<file path="config.mk">
export PLATFORM = sky130hd
export DESIGN_NAME = egvs_ram
export DESIGN_NICKNAME = d
export VERILOG_FILES = /design/src/egvs_ram.sv
export SDC_FILE = /design/constraint.sdc
export NUM_CORES = 1
export LEC_CHECK = 0
export ABC_AREA = 1
export BUFFER_PORTS_ARGS = -buffer_cell sky130_fd_sc_hd__buf_2
export CORE_ASPECT_RATIO = 1.75
export CORE_UTILIZATION = 55
export DETAILED_ROUTE_END_ITERATION = 10
export PLACE_DENSITY = 0.73
export SKIP_CTS_REPAIR_TIMING = 1
export SYNTH_ARGS = -nofsm -noshare
export SYNTH_HDL_FRONTEND = slang
export SYNTH_SLANG_ARGS = --single-unit
</file>
<file path="constraint.sdc">
create_clock -name clock -period 3.2 [get_ports clock]
set_clock_uncertainty 0.15 [all_clocks]
set_input_delay 0.64 -clock clock [delete_from_list [all_inputs] [get_ports clock]]
set_output_delay 0.64 -clock clock [all_outputs]
set_load 0.02 [all_outputs]
</file>
<file path="src/egvs_ram.sv">
// ----------------------------------------------------------------------------
// egvs_ram
// Generic single-write, single-read RAM with a registered read port.
// ----------------------------------------------------------------------------
module egvs_ram #(
   parameter int WIDTH = 8,
   parameter int DEPTH = 16
) (
   input  logic                                     clock,
   input  logic                                     wr_en,
   input  logic [((DEPTH > 1) ? $clog2(DEPTH) : 1)-1:0] wr_addr,
   input  logic [WIDTH-1:0]                         wr_data,
   input  logic                                     rd_en,
   input  logic [((DEPTH > 1) ? $clog2(DEPTH) : 1)-1:0] rd_addr,
   output logic [WIDTH-1:0]                         rd_data
);
   logic [WIDTH-1:0] mem [DEPTH];
   logic [WIDTH-1:0] rd_data_ff;

   always_ff @(posedge clock) begin
      if (wr_en) begin
         mem[wr_addr] <= wr_data;
      end
      if (rd_en) begin
         rd_data_ff <= mem[rd_addr];
      end
   end

   assign rd_data = rd_data_ff;
endmodule

</file>
==> results list <==
- The final critical path takes up 68.65% of the cycle.
- The synthesized netlist devotes 0% of its cell area to XOR and XNOR gates.
* Number of synthesis warnings: 0
- For this run, design rule violations remaining after detail routing come to 0.
- Worst hold path cell count: 1
- Number of buffers created by CTS: 17
- The biggest area contributor in the post-synthesis netlist is edfxtp_1.
- The worst register-to-register path ends at rd_data[5]$_DFFE_PP_.
- In this run, the clock network consumes 46.5% of the power.
* Critical Path Source Type: input pin
* Worst Hold Launch: rd_en
- The pre-antenna-repair detailed-routing pass consisted of 5 iterations.
- The slowest stage of the critical path belongs to the cell buf_2.
- Of the post-synthesis cell area, the dominant cell type holds 69.85%.
- The number of global-route vias before repair is a little under 4,000.
- Count of pins on the block boundary: 27
- Summing the areas of all and, or, nand and nor instances in the mapped netlist gives 20.76% of the synthesized area.
- Counting every sink on the clock net gives 136.
- Summing all multi-input logic gate instances after layout gives 1214 µm².
- Share of the core filled with cells: around 64%
- The signal on the critical path passes through buf_2 -> inv_2 -> nand3_1 -> nand3_1 -> nand3_1 -> nand2_1.
* Fraction of registers with async set or reset after synthesis: 0%
* Actual slew at the worst max-slew pin: 0.9370 ns
* Proportion of layout cells with a drive suffix above 1: under 10%
* Setup Slack @ Placement: 0.6126 ns
- Largest net degree at the start of global routing: 65
- In this run the deepest clock path goes through 2 buffers.
- Time the worst path needs with I/O delays and setup: 2.197 ns
* DP HPWL: 7.958 mm
- The number of nets in the synthesized netlist is 570.
* Cell area after technology mapping: 5847 µm²
- Arrival time worst endpoint: ~2.2 ns
- Post-route cell area: 6585 µm²
- Average size of a mapped cell: 10.61 µm²
- The total overflow left after global routing is 0.
* Number of antenna violations at the first check in global routing: 0
* Unique masters post-synth: 11
- The startpoint identified for the worst register-to-register timing path is mem[11][5]$_DFFE_PP_.
- Clock tree from TritonCTS: yes
- The final route contains between 3,000 and 4,000 vias.
- Clk_lat worst skew: between 0.4 and 0.5 ns
* Leading post-synthesis cells by cell area: edfxtp_1 70%, nand2_1 11%, nand3_1 8.3%
- In this run the clock root is driven by a clkbuf_16.
- Dominant combinational cell family by area after synthesis: simple AND/OR/NAND/NOR gates
- The die is about 80 µm wide.
- In this run, the combinational gates consume between 5 and 6% of the power.
- Setup repair after global routing missed its margin: false
* Run status: completed
- Most Frequent Cell on Critical Path: nand3_1
- After synthesis, flip-flops and latches occupy 69.85% of the total area.
* Number of nets in the finished design: 594
- Final total negative setup slack: 0 ns
* Final critical-path setup slack: approximately 1 ns
- Setup violations remaining at the end of the flow were counted as 0.
* Primary FF master, synth: edfxtp_1
* Number of fill cells in the layout: 819
- Number of enable flip-flop cells after synthesis: around 140
* Sequential share of power: 47.8%
* Global placer's final weighted congestion: 0.8020
- Kind of cell adding the most delay to the critical path: buffers and inverters
* Worst hold endpoint: rd_data[7]$_DFFE_PP_
- In the synthesized netlist, mux cells make up 0% of the area.
- In this run, synthesis produced a sequential element count of roughly 140.
- Number of cells on the worst reg-to-reg path: 6
- 0 antenna diodes ended up in the layout.
- The design draws 4.226 mW.
* Switching Power: 869.5 µW
- Final Hold Violating Endpoints: 0
- Largest voltage drop on the vdd net: 0.4245 mV
- Across the whole layout, storage elements account for 4084 µm².
- The detail route stage leaves a number of antenna-violating nets equal to 0.
- Post-synthesis compound-gate area fraction: 0%
- Worst min-delay path class: in -> reg
* Register-to-register setup slack: 1.84 ns
- WP data required: 3.21 ns
- The first global-routing pass estimated roughly 20 mm of wire.
- Net switching is 20.58% of the power.
- Most instantiated cells after synthesis: 173 x nand2_1, 136 x edfxtp_1, 100 x inv_1
- Wire length reported by the detailed router: 12.80 mm
- Delay of the slowest cell on the worst path: 0.53 ns
- The floorplan step defined a core boundary enclosing just over 10,000 µm².
- Together, buffers and inverters on the worst path number 2.
- Of all nets on the critical path, the largest fanout is 33.
* Static Leak: 2.838 nW
* Cell Area, Placed: 5992 µm²
- The first routing iteration left 333 violations.
* Final Slew Violations: 0
- In this run the number of H-tree levels came out at 4.
* Endpoint kind of the worst setup timing path: flip-flop
* Count of standard-cell rows: 49
- Count of port buffers added during placement: 26
* FMAX: between 400 and 500 MHz
- Area added between synthesis and finish: 12.63%
- Floorplan die area: 11,060 µm²
- For this configuration, the core starts out at a cell density of 56.77%.
- Vias per std cell: 5.350
- Design internal power: 3.356 mW
* Global router's overall resource usage: 25.74%
- The synthesized netlist devotes 0% of its cell area to adder and majority cells.
- Max-cap violations in this run came to 0.
- Register clock-pin slew on the reported worst setup and hold paths: 0.05 ns
* Critical Path Stages: 6
* Slew margin rel.: 37.30%
- Most instantiated library cell after synthesis: nand2_1
- Routed wirelength normalized by instance count: about 18 µm
- The critical path is of the in -> reg type.
- Synth Instances: 551
- In this run the vertical extent of the chip is 138.4 µm.
- Power density over the cells: 641.7 nW/µm²
==> layer usage <==
layer | global-route usage [%] | vias up | wire length (µm)
met5 | 0 | - | 0
met4 | 11.56 | 0 | 365
met3 | 5.545 | 30 | 745
met2 | 43.68 | 161 | 6866
met1 | 30.91 | 1807 | 4818
li1 | - | 1827 | -
==> layout make-up <==
cell class | count | area share, %
Multi-Input combinational cell | 289 | 18.43
Clock buffer | 20 | 6.631
Tap cell | 127 | 2.413
Clock inverter | 12 | 2.375
Inverter | 102 | 5.814
Timing Repair Buffer | 29 | 2.318
Sequential cell | 136 | 62.02
==> sequential cells by signal, summed over array words and instances, names as in the netlist <==
register	flops
mem	128
rd_data	8
==> metrics by stage <==
step	cells	hold slack, ns
after global routing	715	0.4393
after detailed placement	683	0.5979
after global placement	683	0.5722
final	715	0.4534
after floorplan	551	0.5329
after CTS	715	0.4475
==> power groups by stage <==
stage / Clock (mW) / Combinational [mW] / Sequential, mW
5_1_grt: 2.05 / 0.266 / 2.02
6_report: 1.97 / 0.241 / 2.02
2_1_floorplan: 0 / 0.141 / 2.06
4_1_cts: 1.97 / 0.240 / 2.02
3_5_place_dp: 0 / 0.238 / 2.06
3_3_place_gp: 0 / 0.232 / 2.05
==> how the worst max path moves through the flow <==
stage                     startpoint                   end  slack, ns
after global placement    rd_addr[1]  rd_data[7]$_DFFE_PP_       0.64
after global routing      rd_addr[1]  rd_data[0]$_DFFE_PP_       0.92
after CTS                 rd_addr[1]  rd_data[0]$_DFFE_PP_       1.06
after floorplan           wr_addr[2]  mem[10][0]$_DFFE_PP_       1.46
after detailed placement  rd_addr[1]  rd_data[0]$_DFFE_PP_       0.61
final                     rd_addr[1]  rd_data[0]$_DFFE_PP_       1.00
==> cells by family after synthesis <==
logic type / after synthesis
simple gates: 289
flops: 136
buf+inv: 126
==> cells in the final DEF, fill, tap and decap left out <==
| master | count |
|---|---|
| nand2_1 | 173 |
| clkbuf_16 | 17 |
| clkbuf_1 | 3 |
| clkinv_1 | 3 |
| buf_4 | 3 |
| buf_2 | 26 |
| clkinv_2 | 5 |
| inv_1 | 100 |
| nand3b_1 | 2 |
| inv_2 | 2 |
| nand3_1 | 97 |
| edfxtp_1 | 136 |
| bufinv_16 | 4 |
| nor2_1 | 17 |
==> worst register-to-register path: stages, from the launching register on <==
cell      delay (ns)
edfxtp_1        0.39
inv_1           0.07
nand2_1         0.06
nand3_1         0.14
nand3_1         0.09
nand3_1         0.15
nand2_1         0.07
No activity file was read; power rests on OpenSTA's default activity.
