--- src/egvs_pkg.sv ---
// ----------------------------------------------------------------------------
// egvs_pkg
// Types, constants, gesture tables and table generators for the synthesizer.
// ----------------------------------------------------------------------------
package egvs_pkg;

   localparam int CSR_INDEX_W = 1;
   localparam int CSR_DATA_W  = 18;
   localparam int SR_W        = 18;
   localparam int VOL_W       = 16;

   localparam logic [CSR_INDEX_W-1:0] CSR_SAMPLE_RATE = 1'b0;
   localparam logic [CSR_INDEX_W-1:0] CSR_VOLUME      = 1'b1;

   localparam logic [SR_W-1:0]  SAMPLE_RATE_RESET = 18'd48000;
   localparam logic [VOL_W-1:0] VOLUME_RESET      = 16'd39322;

   localparam logic OP_TRIGGER = 1'b0;
   localparam logic OP_TICK    = 1'b1;

   localparam int GESTURES = 11;
   localparam int GRAINS   = 21;

   // Divider geometry: widest numerator is position * 1000 * 2^16 for the attack.
   localparam int DIV_NUM_W = 44;
   localparam int DIV_DEN_W = 18;
   localparam int DIV_CNT_W = $clog2(DIV_NUM_W + 1);

   localparam logic [DIV_NUM_W-1:0] ROUND_UP_MS   = 44'd999;
   localparam logic [DIV_NUM_W-1:0] RECIP_NUMER   = 44'h000_00FF_FFFF;

   // Division by 1000 as a shift by three and a multiply by ceil(2^30 / 125).
   // Exact for every shifted numerator below 2^23.
   localparam int          MS_PRE_SHIFT   = 3;
   localparam int          MS_RECIP_SHIFT = 30;
   localparam logic [23:0] MS_RECIP       = 24'd8589935;

   localparam logic [16:0] ENV_UNITY       = 17'h10000;
   localparam logic [16:0] SHORT_DECAY_ONE = 17'd24109;

   localparam logic [63:0] Q30_ONE     = 64'd1 << 30;
   localparam logic [63:0] HALF_PI_Q30 = 64'd1686629713;

   localparam logic [10:0] GRAIN_FREQ [GRAINS] = '{
      11'd587, 11'd880, 11'd880, 11'd587, 11'd1175, 11'd1175, 11'd1175,
      11'd784, 11'd523, 11'd659, 11'd659, 11'd698, 11'd1047, 11'd1047,
      11'd698, 11'd350, 11'd350, 11'd988, 11'd196, 11'd196, 11'd196};
   localparam logic [7:0] GRAIN_START [GRAINS] = '{
      8'd0, 8'd50, 8'd0, 8'd50, 8'd0, 8'd70, 8'd140, 8'd0, 8'd0, 8'd0, 8'd45,
      8'd0, 8'd50, 8'd0, 8'd50, 8'd0, 8'd70, 8'd0, 8'd0, 8'd110, 8'd220};
   localparam logic [7:0] GRAIN_DUR [GRAINS] = '{
      8'd55, 8'd65, 8'd55, 8'd70, 8'd45, 8'd45, 8'd55, 8'd60, 8'd70, 8'd35,
      8'd35, 8'd55, 8'd65, 8'd55, 8'd70, 8'd60, 8'd60, 8'd40, 8'd90, 8'd90,
      8'd90};
   localparam logic [4:0] GEST_FIRST [GESTURES] = '{
      5'd0, 5'd2, 5'd4, 5'd7, 5'd8, 5'd9, 5'd11, 5'd13, 5'd15, 5'd17, 5'd18};
   localparam logic [1:0] GEST_COUNT [GESTURES] = '{
      2'd2, 2'd2, 2'd3, 2'd1, 2'd1, 2'd2, 2'd2, 2'd2, 2'd2, 2'd1, 2'd3};

   typedef struct packed {
      logic       opcode;
      logic [3:0] gesture;
      logic [1:0] pan;
   } req_payload_type;

   typedef struct packed {
      logic signed [15:0] left_sample;
      logic signed [15:0] right_sample;
      logic               saturated;
   } rsp_payload_type;

   // One voice as it sits in the state memory.
   typedef struct packed {
      logic [1:0]         side;
      logic [31:0]        phase;
      logic [31:0]        step;
      logic signed [17:0] position;
      logic [15:0]        length;
      logic [23:0]        recip;
   } voice_rec_type;

   typedef struct packed {
      logic                 start;
      logic [DIV_NUM_W-1:0] numerator;
      logic [DIV_DEN_W-1:0] denominator;
   } div_req_type;

   typedef struct packed {
      logic                 done;
      logic [DIV_NUM_W-1:0] quotient;
   } div_rsp_type;

   // sin(t * pi / 2) for t in Q16 over [0, 65536], as Q15.
   function automatic logic [15:0] quarter_sine(input logic [63:0] t16);
      logic [63:0] x, x2, h, s, q;
      x  = (t16 * HALF_PI_Q30) >> 16;
      x2 = (x * x) >> 30;
      h  = Q30_ONE - x2 / 72;
      h  = Q30_ONE - ((x2 * h) >> 30) / 42;
      h  = Q30_ONE - ((x2 * h) >> 30) / 20;
      h  = Q30_ONE - ((x2 * h) >> 30) / 6;
      s  = (x * h) >> 30;
      q  = (s + (64'd1 << 14)) >> 15;
      return (q > 64'd32767) ? 16'd32767 : q[15:0];
   endfunction

   function automatic logic signed [15:0] sine_entry(input int unsigned idx,
                                                     input int unsigned bits);
      int unsigned qbits, quad;
      logic [63:0] t16;
      logic [15:0] v;
      qbits = bits - 2;
      quad  = idx >> qbits;
      t16   = 64'((idx & ((32'd1 << qbits) - 32'd1)) << (16 - qbits));
      v     = quad[0] ? quarter_sine(64'd65536 - t16) : quarter_sine(t16);
      return quad[1] ? -$signed(v) : $signed(v);
   endfunction

   // exp(-y) for y in Q30, y small.
   function automatic logic [63:0] exp_small(input logic [63:0] y);
      logic [63:0] h;
      h = Q30_ONE - y / 6;
      h = Q30_ONE - ((y * h) >> 30) / 5;
      h = Q30_ONE - ((y * h) >> 30) / 4;
      h = Q30_ONE - ((y * h) >> 30) / 3;
      h = Q30_ONE - ((y * h) >> 30) / 2;
      return Q30_ONE - ((y * h) >> 30);
   endfunction

   // Decay entry in Q16: exp(-y) raised to the eighth power.
   function automatic logic [16:0] decay_entry(input logic [63:0] y);
      logic [63:0] e, r;
      e = exp_small(y);
      for (int j = 0; j < 3; j++) begin
         e = (e * e + (64'd1 << 29)) >> 30;
      end
      r = (e + (64'd1 << 13)) >> 14;
      return r[16:0];
   endfunction

endpackage

--- src/egvs_divider.sv ---
// ----------------------------------------------------------------------------
// egvs_divider
// Restoring unsigned divider, one quotient bit per cycle.
// ----------------------------------------------------------------------------
module egvs_divider (
   input  logic                  clock,
   input  logic                  reset,
   input  egvs_pkg::div_req_type req,
   output egvs_pkg::div_rsp_type rsp
);
   localparam int NW = egvs_pkg::DIV_NUM_W;
   localparam int DW = egvs_pkg::DIV_DEN_W;
   localparam int CW = egvs_pkg::DIV_CNT_W;

   logic [DW-1:0] rem_ff, rem_in;
   logic [NW-1:0] quo_ff, quo_in;
   logic [DW-1:0] den_ff, den_in;
   logic [CW-1:0] count_ff, count_in;
   logic          done_ff, done_in;
   logic [DW:0]   rem_shift;
   logic [DW:0]   rem_sub;
   logic          fits;

   assign rem_shift = {rem_ff, quo_ff[NW-1]};
   assign fits      = rem_shift >= {1'b0, den_ff};
   assign rem_sub   = rem_shift - {1'b0, den_ff};

   always_comb begin
      rem_in   = rem_ff;
      quo_in   = quo_ff;
      den_in   = den_ff;
      count_in = count_ff;
      done_in  = 1'b0;
      if (req.start) begin
         rem_in   = '0;
         quo_in   = req.numerator;
         den_in   = req.denominator;
         count_in = CW'(NW);
      end else if (count_ff != '0) begin
         rem_in   = fits ? rem_sub[DW-1:0] : rem_shift[DW-1:0];
         quo_in   = {quo_ff[NW-2:0], fits};
         count_in = count_ff - CW'(1);
         done_in  = (count_ff == CW'(1));
      end
   end

   always_ff @(posedge clock) begin
      rem_ff <= rem_in;
      quo_ff <= quo_in;
      den_ff <= den_in;
      if (reset) begin
         count_ff <= '0;
         done_ff  <= 1'b0;
      end else begin
         count_ff <= count_in;
         done_ff  <= done_in;
      end
   end

   assign rsp.done     = done_ff;
   assign rsp.quotient = quo_ff;
endmodule

--- config.mk ---
export PLATFORM = sky130hd
export DESIGN_NAME = egvs_divider
export DESIGN_NICKNAME = d
export VERILOG_FILES = /design/src/egvs_pkg.sv /design/src/egvs_divider.sv
export SDC_FILE = /design/constraint.sdc
export NUM_CORES = 1
export LEC_CHECK = 0
export ABC_AREA = 1
export BUFFER_PORTS_ARGS = -buffer_cell sky130_fd_sc_hd__buf_2
export CORE_MARGIN = 8
export CORE_UTILIZATION = 45
export CTS_BUF_LIST = sky130_fd_sc_hd__clkbuf_8 sky130_fd_sc_hd__clkbuf_16
export DETAILED_ROUTE_END_ITERATION = 6
export GPL_TIMING_DRIVEN = 0
export HOLD_SLACK_MARGIN = 0.06
export MAX_ROUTING_LAYER = met4
export PLACE_DENSITY = 0.68
export REMOVE_ABC_BUFFERS = 1
export SLEW_MARGIN = 20
export SYNTH_ARGS = -nofsm -noshare
export SYNTH_HDL_FRONTEND = slang
export SYNTH_SLANG_ARGS = --single-unit
--- constraint.sdc ---
create_clock -name clock -period 2.4 [get_ports clock]
set_input_delay 0.24 -clock clock [delete_from_list [all_inputs] [get_ports clock]]
set_output_delay 0.24 -clock clock [all_outputs]
set_load 0.01 [all_outputs]
==> summary.txt <==
Layout Cells excl Fill -> 923
commonest cells in the netlist -> nand2_1 (272), inv_1 (94), edfxtp_1 (62), nand3_1 (54), nor2_1 (47)
Core Util, Final -> 56.1%
status -> finished clean
Fmax -> 461 MHz
Post-synth EDFFs -> 62
Area Growth Syn to Fin -> 22.2%
via density per instance -> 4.74
P_sw -> 2.34 mW
count of buffers from port buffering -> 109
Hold Fails Final Rpt -> 0
cell count after synthesis -> 655
placer congestion estimate -> 0.911
crit start category -> flip-flop
Final period util -> 90.3%
layer with the highest usage -> met2
met3 Use GR -> 5.44%
DRC Markers -> 0
Reg clk slew, reported paths -> 0.09 ns
Worst Path Required -> 2.68 ns
Final #Nets -> 865
First DRT Iteration DRCs -> 203
All-Layer GR Usage -> 17.7%
WL/cell -> 13.2 µm
clock sinks -> 87
initial core utilization -> 45.9%
Rel. slew slack -> 52.5%
cts bufs inserted -> 9
most numerous cell in the Yosys netlist -> nand2_1
first-pass iteration count of the detailed router -> 4
CTS H-tree depth -> 3
sequential share of power -> 37.5%
peak supply drop -> 0.000505 V
Slew Limit Fails -> 0
Routed Antenna Nets -> 0
Worst Path Max Fanout -> 9
ys flop type -> edfxtp_1
min Tclk post-route -> 2.17 ns
worst skew pair latency -> 0.37 ns
placed insts -> 885
final WL -> 12200 µm
Ys Warns -> 0
first-pass GRT wire length -> 20500 µm
Worst-Margin Slew -> 0.712 ns
DIE HEIGHT -> 121 µm
#FFs+latches synth -> 87
Area contributors post-synth -> edfxtp_1 (37%), nand2_1 (21%), dfxtp_1 (10%), inv_1 (7.1%), nand3_1 (5.4%)
Ports -> 110
via count -> 4375
Int Power -> 3.34 mW
R2R cell count -> 13
total gr overflow -> 0
PwrDens -> 933 nW/µm²
Placed Area -> 5640 µm²
hold slack -> 0.128 ns
register area share after synthesis -> 47.4%
share of flip-flops with an asynchronous set or reset -> 0%
Storage cell area -> 2360 µm²
synth unique cells -> 34
RSZ-0062 raised after global routing -> no
cell taking the most area after synthesis -> edfxtp_1
met2 Usage GRT -> 26.4%
root buffer cell -> clkbuf_8
WHS Path Cells -> 3
CORE AREA -> 10800 µm²
CP Capture Type -> flip-flop
Avg Synthesized Cell Area -> 7.60 µm²
initial antenna violation count -> 0
Mapped Area -> 4980 µm²
number of core rows -> 38
CTS tree -> done
Longest Clk Path Bufs -> 2
Arr. time, crit path -> 2.45 ns
dpl hpwl -> 8910 µm
Yosys top cell area share -> 37.4%
chip width -> 121 µm
clk_skew -> 0.0117 ns
Filler cells -> 1069
Fin Setup TNS -> 0 ns
M1 GR Usage -> 22.3%
Combinational Power Share -> 45.3%
DIE AREA -> 14700 µm²
largest net degree at the start of global routing -> 59
Hold Crit Class -> in2reg
Final setup viols -> 0
fraction of layout cells with a size suffix above 1 -> 20.4%
P_leak -> 3.31 nW
sw frac -> 41.2%
post-route cell area -> 6080 µm²
n_diodes -> 0
maxcap violations -> 0
Clk pwr share -> 17.2%
WS Path Type -> reg2reg
Multi-input gate area -> 2170 µm²
vias in the first global route -> 4466
what timing repair did:
action,4_1_cts,5_1_grt
hold buffers,19,0
endpoints found under the hold margin,20,0
resized for setup,0,7
endpoints found under the setup margin,0,45
setup buffers,0,3
layer usage:
layer  up-vias  part of all wire [%]
li1       2278                     -
met1      1958                    48
met2       126                    44
met3        13                   7.1
met4         0                   1.3
met5         -                     0
path summary, 6_finish.rpt:
kind	start	end	slack (ns)
setup / recovery	den_ff[10]	rem_ff[10]	0.23
hold / removal	req[60]	quo_ff[42]	0.13
setup reg to reg	den_ff[10]	rem_ff[10]	0.23
hold reg to reg	rem_ff[9]	rem_ff[9]	0.52
cell families after synthesis:
kind of cell             Yosys count  share of synthesized area (%)
buffers and inverters            119                           9.70
AND/OR/NAND/NOR                  393                           32.4
flip-flops                        87                           47.4
AO/OA/AOI/OAI                     26                           3.39
XOR/XNOR                           8                           1.41
adder cells (fa/ha/maj)           22                           5.68
area by class of cell:
class / count / share of cell area, %
clock buffers: 11 / 2.49
clock inverters: 5 / 0.576
repair buffers: 133 / 13.5
well taps: 140 / 2.88
multi-input cells: 449 / 35.7
flip-flops and latches: 87 / 38.8
inverters: 98 / 6.07
flip-flops by register name, summed over array words and instances, names as in the netlist:
name,cells
rem_ff,18
count_ff,6
den_ff,18
quo_ff,44
done_ff,1
power by group through the flow:
stage	logic, mW	registers [mW]	clock network (mW)
after floorplan	1.71	2.17	0
after global placement	2.35	2.14	0
after detailed placement	2.40	2.15	0
after CTS	2.44	2.12	1.00
after global routing	2.94	2.16	1.06
final	2.57	2.13	0.978
worst max-delay path: stages, from the launching register on:
cell,delay [ns]
edfxtp_1,0.33
inv_1,0.05
ha_1,0.36
nand2_1,0.13
nor2_1,0.22
nand2_2,0.12
nor2_4,0.14
a21oi_4,0.07
buf_12,0.16
buf_4,0.16
nand3_1,0.08
nand3_1,0.12
nand2_1,0.11
inv_1,0.04
layout by cell type (no fill, tap or decap), types with 2 or more instances in the layout:
| cell type | count |
|---|---|
| nor2_2 | 2 |
| dlygate4sd3_1 | 19 |
| buf_12 | 2 |
| edfxtp_1 | 62 |
| inv_2 | 3 |
| nor2_1 | 47 |
| dfxtp_1 | 25 |
| ha_1 | 21 |
| a21oi_4 | 2 |
| xor2_1 | 7 |
| a21oi_2 | 2 |
| inv_1 | 95 |
| buf_2 | 108 |
| clkinvlp_4 | 3 |
| o21ai_0 | 5 |
| nand2_8 | 2 |
| a21oi_1 | 13 |
| nand3_1 | 54 |
| clkbuf_8 | 11 |
| nor3_1 | 3 |
| buf_4 | 3 |
| nand2_2 | 11 |
| nand2_1 | 268 |
metrics by stage:
| stage | total power, mW | setup WS [ns] |
|---|---|---|
| 6_report | 5.68 | 0.233 |
| 5_1_grt | 6.17 | 0.00854 |
| 4_1_cts | 5.56 | 0.0121 |
| 3_5_place_dp | 4.55 | -0.353 |
| 3_3_place_gp | 4.50 | -3.06 |
| 2_1_floorplan | 3.89 | -0.244 |
Power figures use the tool's default switching activity.
